File: config.mk
export PLATFORM = sky130hd
export DESIGN_NAME = md5_single_block_compress_unit
export DESIGN_NICKNAME = d
export VERILOG_FILES = /design/src/hw/rtl/md5sbc_pkg.sv /design/src/hw/rtl/md5sbc_dp.sv /design/src/hw/rtl/md5sbc_ctrl.sv /design/src/hw/rtl/md5_single_block_compress_unit.sv
export SDC_FILE = /design/constraint.sdc
export NUM_CORES = 2
export LEC_CHECK = 0
export BUFFER_PORTS_ARGS = -buffer_cell sky130_fd_sc_hd__buf_2
export CAP_MARGIN = 20
export CORE_MARGIN = 2
export CORE_UTILIZATION = 25
export CTS_BUF_LIST = sky130_fd_sc_hd__clkbuf_4 sky130_fd_sc_hd__clkbuf_8
export CTS_CLUSTER_DIAMETER = 60
export DETAILED_ROUTE_END_ITERATION = 10
export GPL_ROUTABILITY_DRIVEN = 1
export PLACE_DENSITY_LB_ADDON = 0.15
export SETUP_SLACK_MARGIN = 0.02
export SLEW_MARGIN = 20
export SYNTH_ARGS = -nofsm -noshare
export SYNTH_HDL_FRONTEND = slang
export SYNTH_SLANG_ARGS = --single-unit
export TNS_END_PERCENT = 30
File: constraint.sdc
create_clock -name i_clk -period 8.9 [get_ports i_clk]
set_input_delay 1.78 -clock i_clk [delete_from_list [all_inputs] [get_ports i_clk]]
set_output_delay 1.78 -clock i_clk [all_outputs]
set_load 0.01 [all_outputs]
File: src/hw/rtl/md5sbc_pkg.sv
`timescale 1ns / 1ps
`default_nettype none

package md5sbc_pkg;

    localparam logic [31:0] IV_A = 32'h67452301;
    localparam logic [31:0] IV_B = 32'hefcdab89;
    localparam logic [31:0] IV_C = 32'h98badcfe;
    localparam logic [31:0] IV_D = 32'h10325476;

    localparam int unsigned NUM_WORDS  = 16;
    localparam int unsigned NUM_ROUNDS = 64;
    localparam int unsigned WORD_AW    = $clog2(NUM_WORDS);
    localparam int unsigned ROUND_W    = $clog2(NUM_ROUNDS);

    localparam logic [31:0] K_TABLE [NUM_ROUNDS] = '{
        32'hd76aa478, 32'he8c7b756, 32'h242070db, 32'hc1bdceee,
        32'hf57c0faf, 32'h4787c62a, 32'ha8304613, 32'hfd469501,
        32'h698098d8, 32'h8b44f7af, 32'hffff5bb1, 32'h895cd7be,
        32'h6b901122, 32'hfd987193, 32'ha679438e, 32'h49b40821,
        32'hf61e2562, 32'hc040b340, 32'h265e5a51, 32'he9b6c7aa,
        32'hd62f105d, 32'h02441453, 32'hd8a1e681, 32'he7d3fbc8,
        32'h21e1cde6, 32'hc33707d6, 32'hf4d50d87, 32'h455a14ed,
        32'ha9e3e905, 32'hfcefa3f8, 32'h676f02d9, 32'h8d2a4c8a,
        32'hfffa3942, 32'h8771f681, 32'h6d9d6122, 32'hfde5380c,
        32'ha4beea44, 32'h4bdecfa9, 32'hf6bb4b60, 32'hbebfbc70,
        32'h289b7ec6, 32'heaa127fa, 32'hd4ef3085, 32'h04881d05,
        32'hd9d4d039, 32'he6db99e5, 32'h1fa27cf8, 32'hc4ac5665,
        32'hf4292244, 32'h432aff97, 32'hab9423a7, 32'hfc93a039,
        32'h655b59c3, 32'h8f0ccc92, 32'hffeff47d, 32'h85845dd1,
        32'h6fa87e4f, 32'hfe2ce6e0, 32'ha3014314, 32'h4e0811a1,
        32'hf7537e82, 32'hbd3af235, 32'h2ad7d2bb, 32'heb86d391
    };

    localparam logic [4:0] ROT_TABLE [16] = '{
        5'd7, 5'd12, 5'd17, 5'd22,
        5'd5, 5'd9,  5'd14, 5'd20,
        5'd4, 5'd11, 5'd16, 5'd23,
        5'd6, 5'd10, 5'd15, 5'd21
    };

    typedef enum logic [1:0] {
        ST_LOAD,
        ST_PREP,
        ST_ROUND,
        ST_FINAL
    } t_md5sbc_state;

    typedef struct packed {
        logic               wr_en;
        logic [WORD_AW-1:0] wr_addr;
        logic               init;
        logic               round_en;
        logic [ROUND_W-1:0] round;
        logic               finalize;
    } t_md5sbc_cmd;

    // Message word used by a round. The phase part of the round number drops
    // out modulo sixteen, so only its low four bits enter the products.
    function automatic logic [WORD_AW-1:0] msg_idx(input logic [ROUND_W-1:0] r);
        logic [3:0] rl;
        logic [3:0] res;
        begin
            rl = r[3:0];
            case (r[5:4])
                2'd0: res = rl;
                2'd1: res = 4'(rl * 4'd5 + 4'd1);
                2'd2: res = 4'(rl * 4'd3 + 4'd5);
                2'd3: res = 4'(rl * 4'd7);
                default: res = rl;
            endcase
            return res;
        end
    endfunction

    function automatic logic [31:0] round_f(input logic [1:0] phase,
                                             input logic [31:0] b,
                                             input logic [31:0] c,
                                             input logic [31:0] d);
        logic [31:0] f;
        begin
            case (phase)
                2'd0: f = (b & c) | (~b & d);
                2'd1: f = (b & d) | (c & ~d);
                2'd2: f = b ^ c ^ d;
                2'd3: f = c ^ (b | ~d);
                default: f = b ^ c ^ d;
            endcase
            return f;
        end
    endfunction

    function automatic logic [31:0] rotl32(input logic [31:0] v, input logic [4:0] s);
        logic [63:0] w;
        begin
            w = {v, v} << s;
            return w[63:32];
        end
    endfunction

endpackage

`default_nettype wire

File: src/hw/rtl/md5sbc_dp.sv
`timescale 1ns / 1ps
`default_nettype none

module md5sbc_dp (
    input  wire logic                     i_clk,
    input  wire md5sbc_pkg::t_md5sbc_cmd  i_cmd,
    input  wire logic [31:0]              i_word,
    output logic [127:0]                  o_digest
);
    import md5sbc_pkg::*;

    logic [31:0] r_msg [NUM_WORDS];
    logic [31:0] r_a, r_b, r_c, r_d;
    logic [31:0] r_pre;
    logic [31:0] r_dig_a, r_dig_b, r_dig_c, r_dig_d;

    logic [ROUND_W-1:0] pre_round;
    logic [31:0]        pre_base;
    logic [31:0]        n_pre;
    logic [31:0]        sum_f;
    logic [31:0]        rot_out;
    logic [3:0]         rot_sel;

    // The next round's a + K + M is formed during the current round, so a round
    // only adds f, rotates and adds b.
    assign pre_round = i_cmd.init ? '0 : ROUND_W'(i_cmd.round + 1'b1);
    assign pre_base  = i_cmd.init ? IV_A : r_d;
    assign n_pre     = pre_base + K_TABLE[pre_round] + r_msg[msg_idx(pre_round)];

    assign sum_f   = r_pre + round_f(i_cmd.round[5:4], r_b, r_c, r_d);
    assign rot_sel = {i_cmd.round[5:4], i_cmd.round[1:0]};
    assign rot_out = rotl32(sum_f, ROT_TABLE[rot_sel]);

    always_ff @(posedge i_clk) begin
        if (i_cmd.wr_en) begin
            r_msg[i_cmd.wr_addr] <= i_word;
        end
    end

    always_ff @(posedge i_clk) begin
        if (i_cmd.init) begin
            r_a   <= IV_A;
            r_b   <= IV_B;
            r_c   <= IV_C;
            r_d   <= IV_D;
            r_pre <= n_pre;
        end else if (i_cmd.round_en) begin
            r_a   <= r_d;
            r_d   <= r_c;
            r_c   <= r_b;
            r_b   <= r_b + rot_out;
            r_pre <= n_pre;
        end
    end

    always_ff @(posedge i_clk) begin
        if (i_cmd.finalize) begin
            r_dig_a <= r_a + IV_A;
            r_dig_b <= r_b + IV_B;
            r_dig_c <= r_c + IV_C;
            r_dig_d <= r_d + IV_D;
        end
    end

    assign o_digest = {r_dig_d, r_dig_c, r_dig_b, r_dig_a};

endmodule

`default_nettype wire

File: src/hw/rtl/md5sbc_ctrl.sv
`timescale 1ns / 1ps
`default_nettype none

module md5sbc_ctrl (
    input  wire logic                     i_clk,
    input  wire logic                     i_rst_n,
    input  wire logic                     i_in_valid,
    output logic                          o_in_ready,
    output logic                          o_out_valid,
    input  wire logic                     i_out_ready,
    output md5sbc_pkg::t_md5sbc_cmd       o_cmd
);
    import md5sbc_pkg::*;

    t_md5sbc_state      r_state, n_state;
    logic [WORD_AW-1:0] r_word_cnt, n_word_cnt;
    logic [ROUND_W-1:0] r_round, n_round;
    logic               r_out_valid, n_out_valid;

    logic in_fire;
    logic out_free;
    logic last_word;
    logic last_round;

    assign o_in_ready = (r_state == ST_LOAD);
    assign in_fire    = i_in_valid && o_in_ready;
    assign out_free   = !r_out_valid || i_out_ready;
    assign last_word  = (r_word_cnt == WORD_AW'(NUM_WORDS - 1));
    assign last_round = (r_round == ROUND_W'(NUM_ROUNDS - 1));

    always_comb begin
        n_state = r_state;
        case (r_state)
            ST_LOAD:  if (in_fire && last_word) n_state = ST_PREP;
            ST_PREP:  n_state = ST_ROUND;
            ST_ROUND: if (last_round) n_state = ST_FINAL;
            ST_FINAL: if (out_free) n_state = ST_LOAD;
            default:  n_state = ST_LOAD;
        endcase
    end

    always_comb begin
        o_cmd          = '0;
        o_cmd.wr_addr  = r_word_cnt;
        o_cmd.round    = r_round;
        n_word_cnt     = r_word_cnt;
        n_round        = r_round;
        n_out_valid    = r_out_valid && !i_out_ready;
        case (r_state)
            ST_LOAD: begin
                o_cmd.wr_en = in_fire;
                if (in_fire) begin
                    n_word_cnt = WORD_AW'(r_word_cnt + 1'b1);
                end
            end
            ST_PREP: begin
                o_cmd.init = 1'b1;
                n_round    = '0;
            end
            ST_ROUND: begin
                o_cmd.round_en = 1'b1;
                n_round        = ROUND_W'(r_round + 1'b1);
            end
            ST_FINAL: begin
                o_cmd.finalize = out_free;
                if (out_free) begin
                    n_out_valid = 1'b1;
                end
            end
            default: begin
                o_cmd = '0;
            end
        endcase
    end

    always_ff @(posedge i_clk) begin
        if (!i_rst_n) begin
            r_state     <= ST_LOAD;
            r_word_cnt  <= '0;
            r_round     <= '0;
            r_out_valid <= 1'b0;
        end else begin
            r_state     <= n_state;
            r_word_cnt  <= n_word_cnt;
            r_round     <= n_round;
            r_out_valid <= n_out_valid;
        end
    end

    assign o_out_valid = r_out_valid;

endmodule

`default_nettype wire

File: src/hw/rtl/md5_single_block_compress_unit.sv
`timescale 1ns / 1ps
`default_nettype none

// MD5 compression of one complete 64-byte block, starting from the standard
// MD5 initial value, with no chaining input and no padding. The block is
// streamed in as sixteen 32-bit items, word 0 first, each word holding four
// message bytes in little-endian order. After the sixteenth item the unit
// runs the 64 MD5 rounds and emits one result item carrying the four digest
// words, each again little-endian over its four digest bytes. The sixteen
// words are taken at one per cycle; after the last one the input is held
// off while the round pipeline is seeded, the 64 rounds run on a single
// shared round unit and the initial value is added back into the output
// register. The round loop is the limit: one round per clock. The digest
// sits in an output register, so the next block can be loaded while the
// previous digest waits; only the final add waits if that register is
// still occupied.
module md5_single_block_compress_unit (
    input  wire logic         i_clk,
    input  wire logic         i_rst_n,
    // Input stream.
    input  wire logic         s_axis_tvalid,
    output logic              s_axis_tready,
    input  wire logic [31:0]  s_axis_tdata,   // [31:0] block_word
    // Result stream.
    output logic              m_axis_tvalid,
    input  wire logic         m_axis_tready,
    output logic [127:0]      m_axis_tdata    // [31:0] digest_a, [63:32] digest_b,
                                              // [95:64] digest_c, [127:96] digest_d
);
    import md5sbc_pkg::*;

    t_md5sbc_cmd cmd;

    // The controller sequences word loads, rounds and the output handshake.
    md5sbc_ctrl u_ctrl (
        .i_clk       (i_clk),
        .i_rst_n     (i_rst_n),
        .i_in_valid  (s_axis_tvalid),
        .o_in_ready  (s_axis_tready),
        .o_out_valid (m_axis_tvalid),
        .i_out_ready (m_axis_tready),
        .o_cmd       (cmd)
    );

    // The datapath holds the message buffer, working state and digest.
    md5sbc_dp u_dp (
        .i_clk    (i_clk),
        .i_cmd    (cmd),
        .i_word   (s_axis_tdata),
        .o_digest (m_axis_tdata)
    );

endmodule

`default_nettype wire

# == Word level (Yosys, flattened, before mapping) ==
# Memory sizes are Yosys's and may differ from the RTL's.
# Cells that the tools add are included.
# word_totals
register_bits,301
in_bits,36
n_memories,3
output_inout_bits,130
ram_bits,512
latch_bits,0
mem_bits_ro,2128
# op_classes
n_eq_ne,14
reduce_logical,13
magnitude_cmp,2
shifts,1
bitwise,14
n_mux,23
div_mod_pow,0
mul,3
addsub,12
# mem_list
memory,words,width,rd,rd_ports_with_merged_regs,write_ports,line,text
(no name shown),64,32,1,0,0,md5sbc_dp.sv:28,assign n_pre = pre_base + K_TABLE[pre_round] + r_msg[msg_idx(pre_round)];
u_dp.r_msg,16,32,1,0,1,md5sbc_dp.sv:12,logic [31:0] r_msg [NUM_WORDS];
(no name shown),16,5,1,0,0,md5sbc_dp.sv:32,"assign rot_out = rotl32(sum_f, ROT_TABLE[rot_sel]);"
# op_table
operator,n
2-to-1 mux 32 bit,5
adder 32 bit,4
AND 32 bit,4
one-hot mux 32 bit (4 select lines),1
OR 32 bit,3
bitwise XOR 32 bit,3
"adder 32 bit, second input constant",2
NOT 32 bit,2
<< shifter 64 x 5 -> 64 bit,1
"adder 32 x 29 -> 32 bit, second input constant",1
"adder 32 x 31 -> 32 bit, second input constant",1
one-hot mux 4 bit (4 select lines),1
"equality test 2 bit, second input constant",6
one-hot mux 6 bit (2 select lines),1
2-to-1 mux 5 bit,2
"adder 4 x 1 -> 4 bit, second input constant",2
"multiplier 4 x 3 -> 4 bit, second input constant",2
2-to-1 mux 1 bit,8
one-hot mux 2 bit (4 select lines),1
"greater-or-equal comparator 7 bit, second input constant",1
NOT 6 -> 7 bit,1
"adder 6 x 1 -> 6 bit, second input constant",1
"equality test 2 x 1 -> 1 bit, second input constant",3
"equality test 6 bit, second input constant",1
other kinds (16),25

# == Logic depth before layout (Yosys ltp) ==
# depth
ltp_word,11
mapped_depth,38
ltp_nobuf,34

# == Modules after synthesis ==
# From an unflattened synthesis, not the netlist that was laid out.
# unflattened
hier_cells,3910
area_unflattened_um2,44965.6
# by_module_without_submodules
mod,area_per_inst_um2,cells_per_inst,seq_area_each_um2,instances
md5sbc_dp,44328.8,3841,22741.8,1
md5sbc_ctrl,636.9,69,260.2,1

# == Worst setup path before layout ==
# Ideal clock, no wire load.
# synth_timing
path_kind,in2reg
startpoint,input port m_axis_tready
endpoint,register u_dp.r_dig_a[0] (enable)
setup_slack_ps,763
path_buffers,0
stages,2
t_arrival_ps,7505
path_cell_list,nor2b_1 nor2b_1
# synth_lines
element,line,text
from (decl),md5_single_block_compress_unit.sv:26,"input wire logic m_axis_tready,"
to (signal assigned),md5sbc_dp.sv:58,r_dig_a <= r_a + IV_A;
to (decl),md5sbc_dp.sv:15,"logic [31:0] r_dig_a, r_dig_b, r_dig_c, r_dig_d;"

# == Worst setup path in the final report ==
# layout_timing
startpoint,register u_dp.r_b[14]
endpoint,register u_dp.r_b[30]
# layout_via
elab_chain_cells,7
elab_cells_between_ends,14
classes_between,2 x add/sub; 1 x shift; 1 x mux; 10 x bitwise
# layout_rtl
element,line,text
from (decl),md5sbc_dp.sv:13,"logic [31:0] r_a, r_b, r_c, r_d;"
from (signal assigned),md5sbc_dp.sv:51,r_b <= r_b + rot_out;
NOT 32 bit,md5sbc_pkg.sv:83,2'd0: f = (b & c) | (~b & d);
AND 32 bit,md5sbc_pkg.sv:83,
OR 32 bit,md5sbc_pkg.sv:83,
one-hot mux 32 bit (4 select lines),md5sbc_pkg.sv:82,case (phase)
adder 32 bit,md5sbc_dp.sv:30,"assign sum_f = r_pre + round_f(i_cmd.round[5:4], r_b, r_c, r_d);"
<< shifter 64 x 5 -> 64 bit,md5sbc_pkg.sv:96,"w = {v, v} << s;"
adder 32 bit (*),md5sbc_dp.sv:51,
# Mark *: on every way between the ends. The rest lies on a longest branch, timed or not.
# A chain may end at the register's enable or synchronous reset.

==> reports/results.ini <==
[run_status]
status = finished clean

[placed_design]
portBuffers = 165
gp_congestion = 0.918
dpl.hpwl_um = 109000
dpl.cell_count = 6451

[logic_synthesis]
synth_area_um2 = 45100
ys_seq_area_frac = 0.510
syn-num-nets = 4261
synth_edf_count = 672
synth-seq-cells = 813
synth_cell_types = 101
ys.flop_type = edfxtp_1
synth_cells = 4041
yosysWarnings = 0
synthArstFlopShare = 0
syn_avg_cell_area_um2 = 11.2

[setup_path]
cp_max_fo = 10
worstSetupPathType = reg -> reg
crit_path_end_kind = flop
crit_path_frequent_cell = o21ai_0
cp_slowest_cell = dfxtp_1
critical_path_buf_inv_count = 1
worstPathArrival_ps = 8870
critPathMaxStageDelay_ps = 660
critPathLaunchType = flop
cp.required_ps = 9650
cp_top_family = compound AO/OA/AOI/OAI gates

[die]
die_x_um = 429
core_area_um2 = 179000
start_util = 0.252
num_rows = 155
die-area_um2 = 184000
pin_count = 166
die_h_um = 429

[timing]
maxSlewHeadroom = 0.185
fmax_ghz = 0.123
period_minus_slack_ps = 8110
tightest_slew_ps = 1210
tns_ps = 0
period_share = 0.911
clock-skew-final_ps = 56.2
setup_viol = 0
hold_viol = 0
rsz0062_at_grt = no
drv_slew = 0

[grt]
track_usage = 0.170
grt_pass1_vias = 32500
grt_pass1_wl_um = 232000
gr-total-overflow = 0
antenna_found_initial = 17
grt_max_degree = 129

[route]
vias_per_cell = 4.90
wl_per_cell_um = 23.7
first_iter_violations = 2772
dr.pass1.iters = 6
routed_wl_um = 160000
drc = 0
vias = 33000
final_antenna_net_count = 0

[cts]
clk_latency_ps = 900
ctsRootBufferMaster = clkbuf_8
clock-sinks = 813
cts_tree = done
clkSlewWorstSetupHoldPaths_ps = 60
htree_levels = 4
postCtsHoldBufs = 0
cts-buffers-inserted = 152
cts_buffer_depth = 3

[power_and_ir_drop]
power_mw = 17.8
p_per_area_nw_per_um2 = 339
leakage_nw = 18.7
irDropWorstVdd_uv = 198

[final_layout]
fin_nets = 4471
area_growth_pct = 16.4
fin_cells = 6727
layout-drive-gt1-share = 0.192

[job]
maxCapViolations = 0

[min_path]
hp-class = reg -> reg

[timing repair]
item                       in CTS  in global routing
resized for setup               0                  3
setup buffers                   0                  1
setup endpoints to repair       0                  5
[layout make-up]
| type | count | area, um^2 |
|---|---|---|
| fill | 18500 | 126000 |
| sequential | 813 | 23000 |
| inverter | 120 | 452 |
| timing repair buffer | 345 | 2340 |
| tap | 2355 | 2950 |
| multi-input combinational | 2819 | 20700 |
| clock buffer | 205 | 2530 |
| antenna | 2 | 5.00 |
| clock inverter | 68 | 561 |
[synth_stat cells, drive strengths merged, types with 8 or more instances]
cell	count	area, um^2
a211oi	52	413
a21boi	8	63.8
a21o	55	414
a21oi	212	1060
a221oi	13	114
a22oi	10	75.1
a311oi	10	87.6
a31oi	60	375
and2	24	151
and3	15	96.3
buf	79	389
clkbuf	209	848
dfxtp	141	2820
edfxtp	672	20200
fa	37	741
ha	147	1840
inv	118	443
mux2	27	308
mux2i	170	1710
mux4	129	2910
nand2	488	1830
nand2b	25	156
nand3	99	500
nand4	15	109
nor2	337	1260
nor2b	19	119
nor3	64	337
o211ai	40	300
o21a	34	255
o21ai	295	1480
o21bai	14	105
o221ai	14	123
o22ai	17	119
o311ai	13	114
o31ai	13	97.6
or2	31	194
or3	14	87.6
xnor2	159	1420
xor2	70	613
[worst register-to-register path: cells and delay by family (launching register included)]
kind / cells / cell delay, ps
compound gates: 17 / 4020
xor+xnor: 2 / 270
fa+ha+maj: 3 / 800
buf+inv: 1 / 70
flops: 1 / 660
mux: 2 / 810
simple gates: 7 / 1350
[kinds of logic (layout without fill, tap and decap cells)]
| kind of cell | after synthesis | in the layout | share of synthesized area |
|---|---|---|---|
| AND/OR/NAND/NOR | 1152 | 1152 | 0.111 |
| other | 0 | 2 | 0 |
| AO/OA/AOI/OAI | 928 | 928 | 0.130 |
| XOR/XNOR | 229 | 229 | 0.0451 |
| buffers and inverters | 409 | 738 | 0.0376 |
| flip-flops | 813 | 813 | 0.510 |
| adder cells (fa/ha/maj) | 184 | 184 | 0.0572 |
| multiplexers | 326 | 326 | 0.109 |
[metrics by stage]
step,hold slack (ps),util,setup slack (ps),cell area [um^2]
floorplan,466,-,763,45100
global placement,499,0.276,425,49400
detailed placement,506,0.276,405,49400
CTS,519,0.294,396,52500
global route,549,0.294,55.1,52500
finish,511,0.294,788,52500
[power breakdown]
part | internal [mW] | switching [mW] | total, mW
Sequential | 4.64 | 0.512 | 5.15
Clock | 2.02 | 1.68 | 3.71
Combinational | 3.57 | 5.40 | 8.96
Total | 10.2 | 7.59 | 17.8
[flip-flops by register name, summed over array words and instances, names as in the netlist]
signal,flops
u_dp.r_dig_b,32
u_ctrl.r_round,6
u_dp.r_a,32
u_dp.r_d,32
u_ctrl.r_state,2
u_dp.r_b,32
u_dp.r_dig_d,32
u_dp.r_dig_a,32
u_ctrl.o_out_valid,1
u_dp.r_pre,32
u_dp.r_c,32
u_dp.r_msg,512
u_ctrl.r_word_cnt,4
u_dp.r_dig_c,32
[cell usage in the layout, fill, tap and decap left out, types with 26 or more instances in the layout]
master	Yosys	final
dfxtp_1	141	139
clkbuf_8	6	159
a31oi_1	60	60
ha_1	147	144
buf_2	26	165
nand3_1	98	98
edfxtp_1	672	672
o21ai_0	288	285
clkinv_1	2	36
o21a_1	34	34
clkbuf_4	0	46
o211ai_1	40	40
nor2_1	337	323
xnor2_1	155	150
a21oi_1	211	210
buf_4	6	167
or2_2	28	28
xor2_1	70	69
inv_1	115	115
a211oi_1	49	49
fa_1	37	37
mux4_2	129	129
mux2i_1	169	167
mux2_2	26	26
nand2_1	488	487
a21o_1	54	54
nor3_1	62	58
[metal layers]
layer | vias up | part of all wire | track usage
met5 | - | 0.00043 | 0
met4 | 12 | 0.026 | 0.0528
met3 | 235 | 0.047 | 0.0277
met2 | 967 | 0.47 | 0.277
met1 | 16400 | 0.46 | 0.232
li1 | 15400 | - | -
[final timing paths]
check             depth (start not counted)         start            to  slack [ps]
setup / recovery                         32  u_dp.r_b[14]  u_dp.r_b[30]         790
hold / removal                            2  u_dp.r_a[31]  u_dp.r_a[31]         510
setup reg to reg                         32  u_dp.r_b[14]  u_dp.r_b[30]         790
hold reg to reg                           2  u_dp.r_a[31]  u_dp.r_a[31]         510
Note: power is estimated with default switching activity, not from simulation.
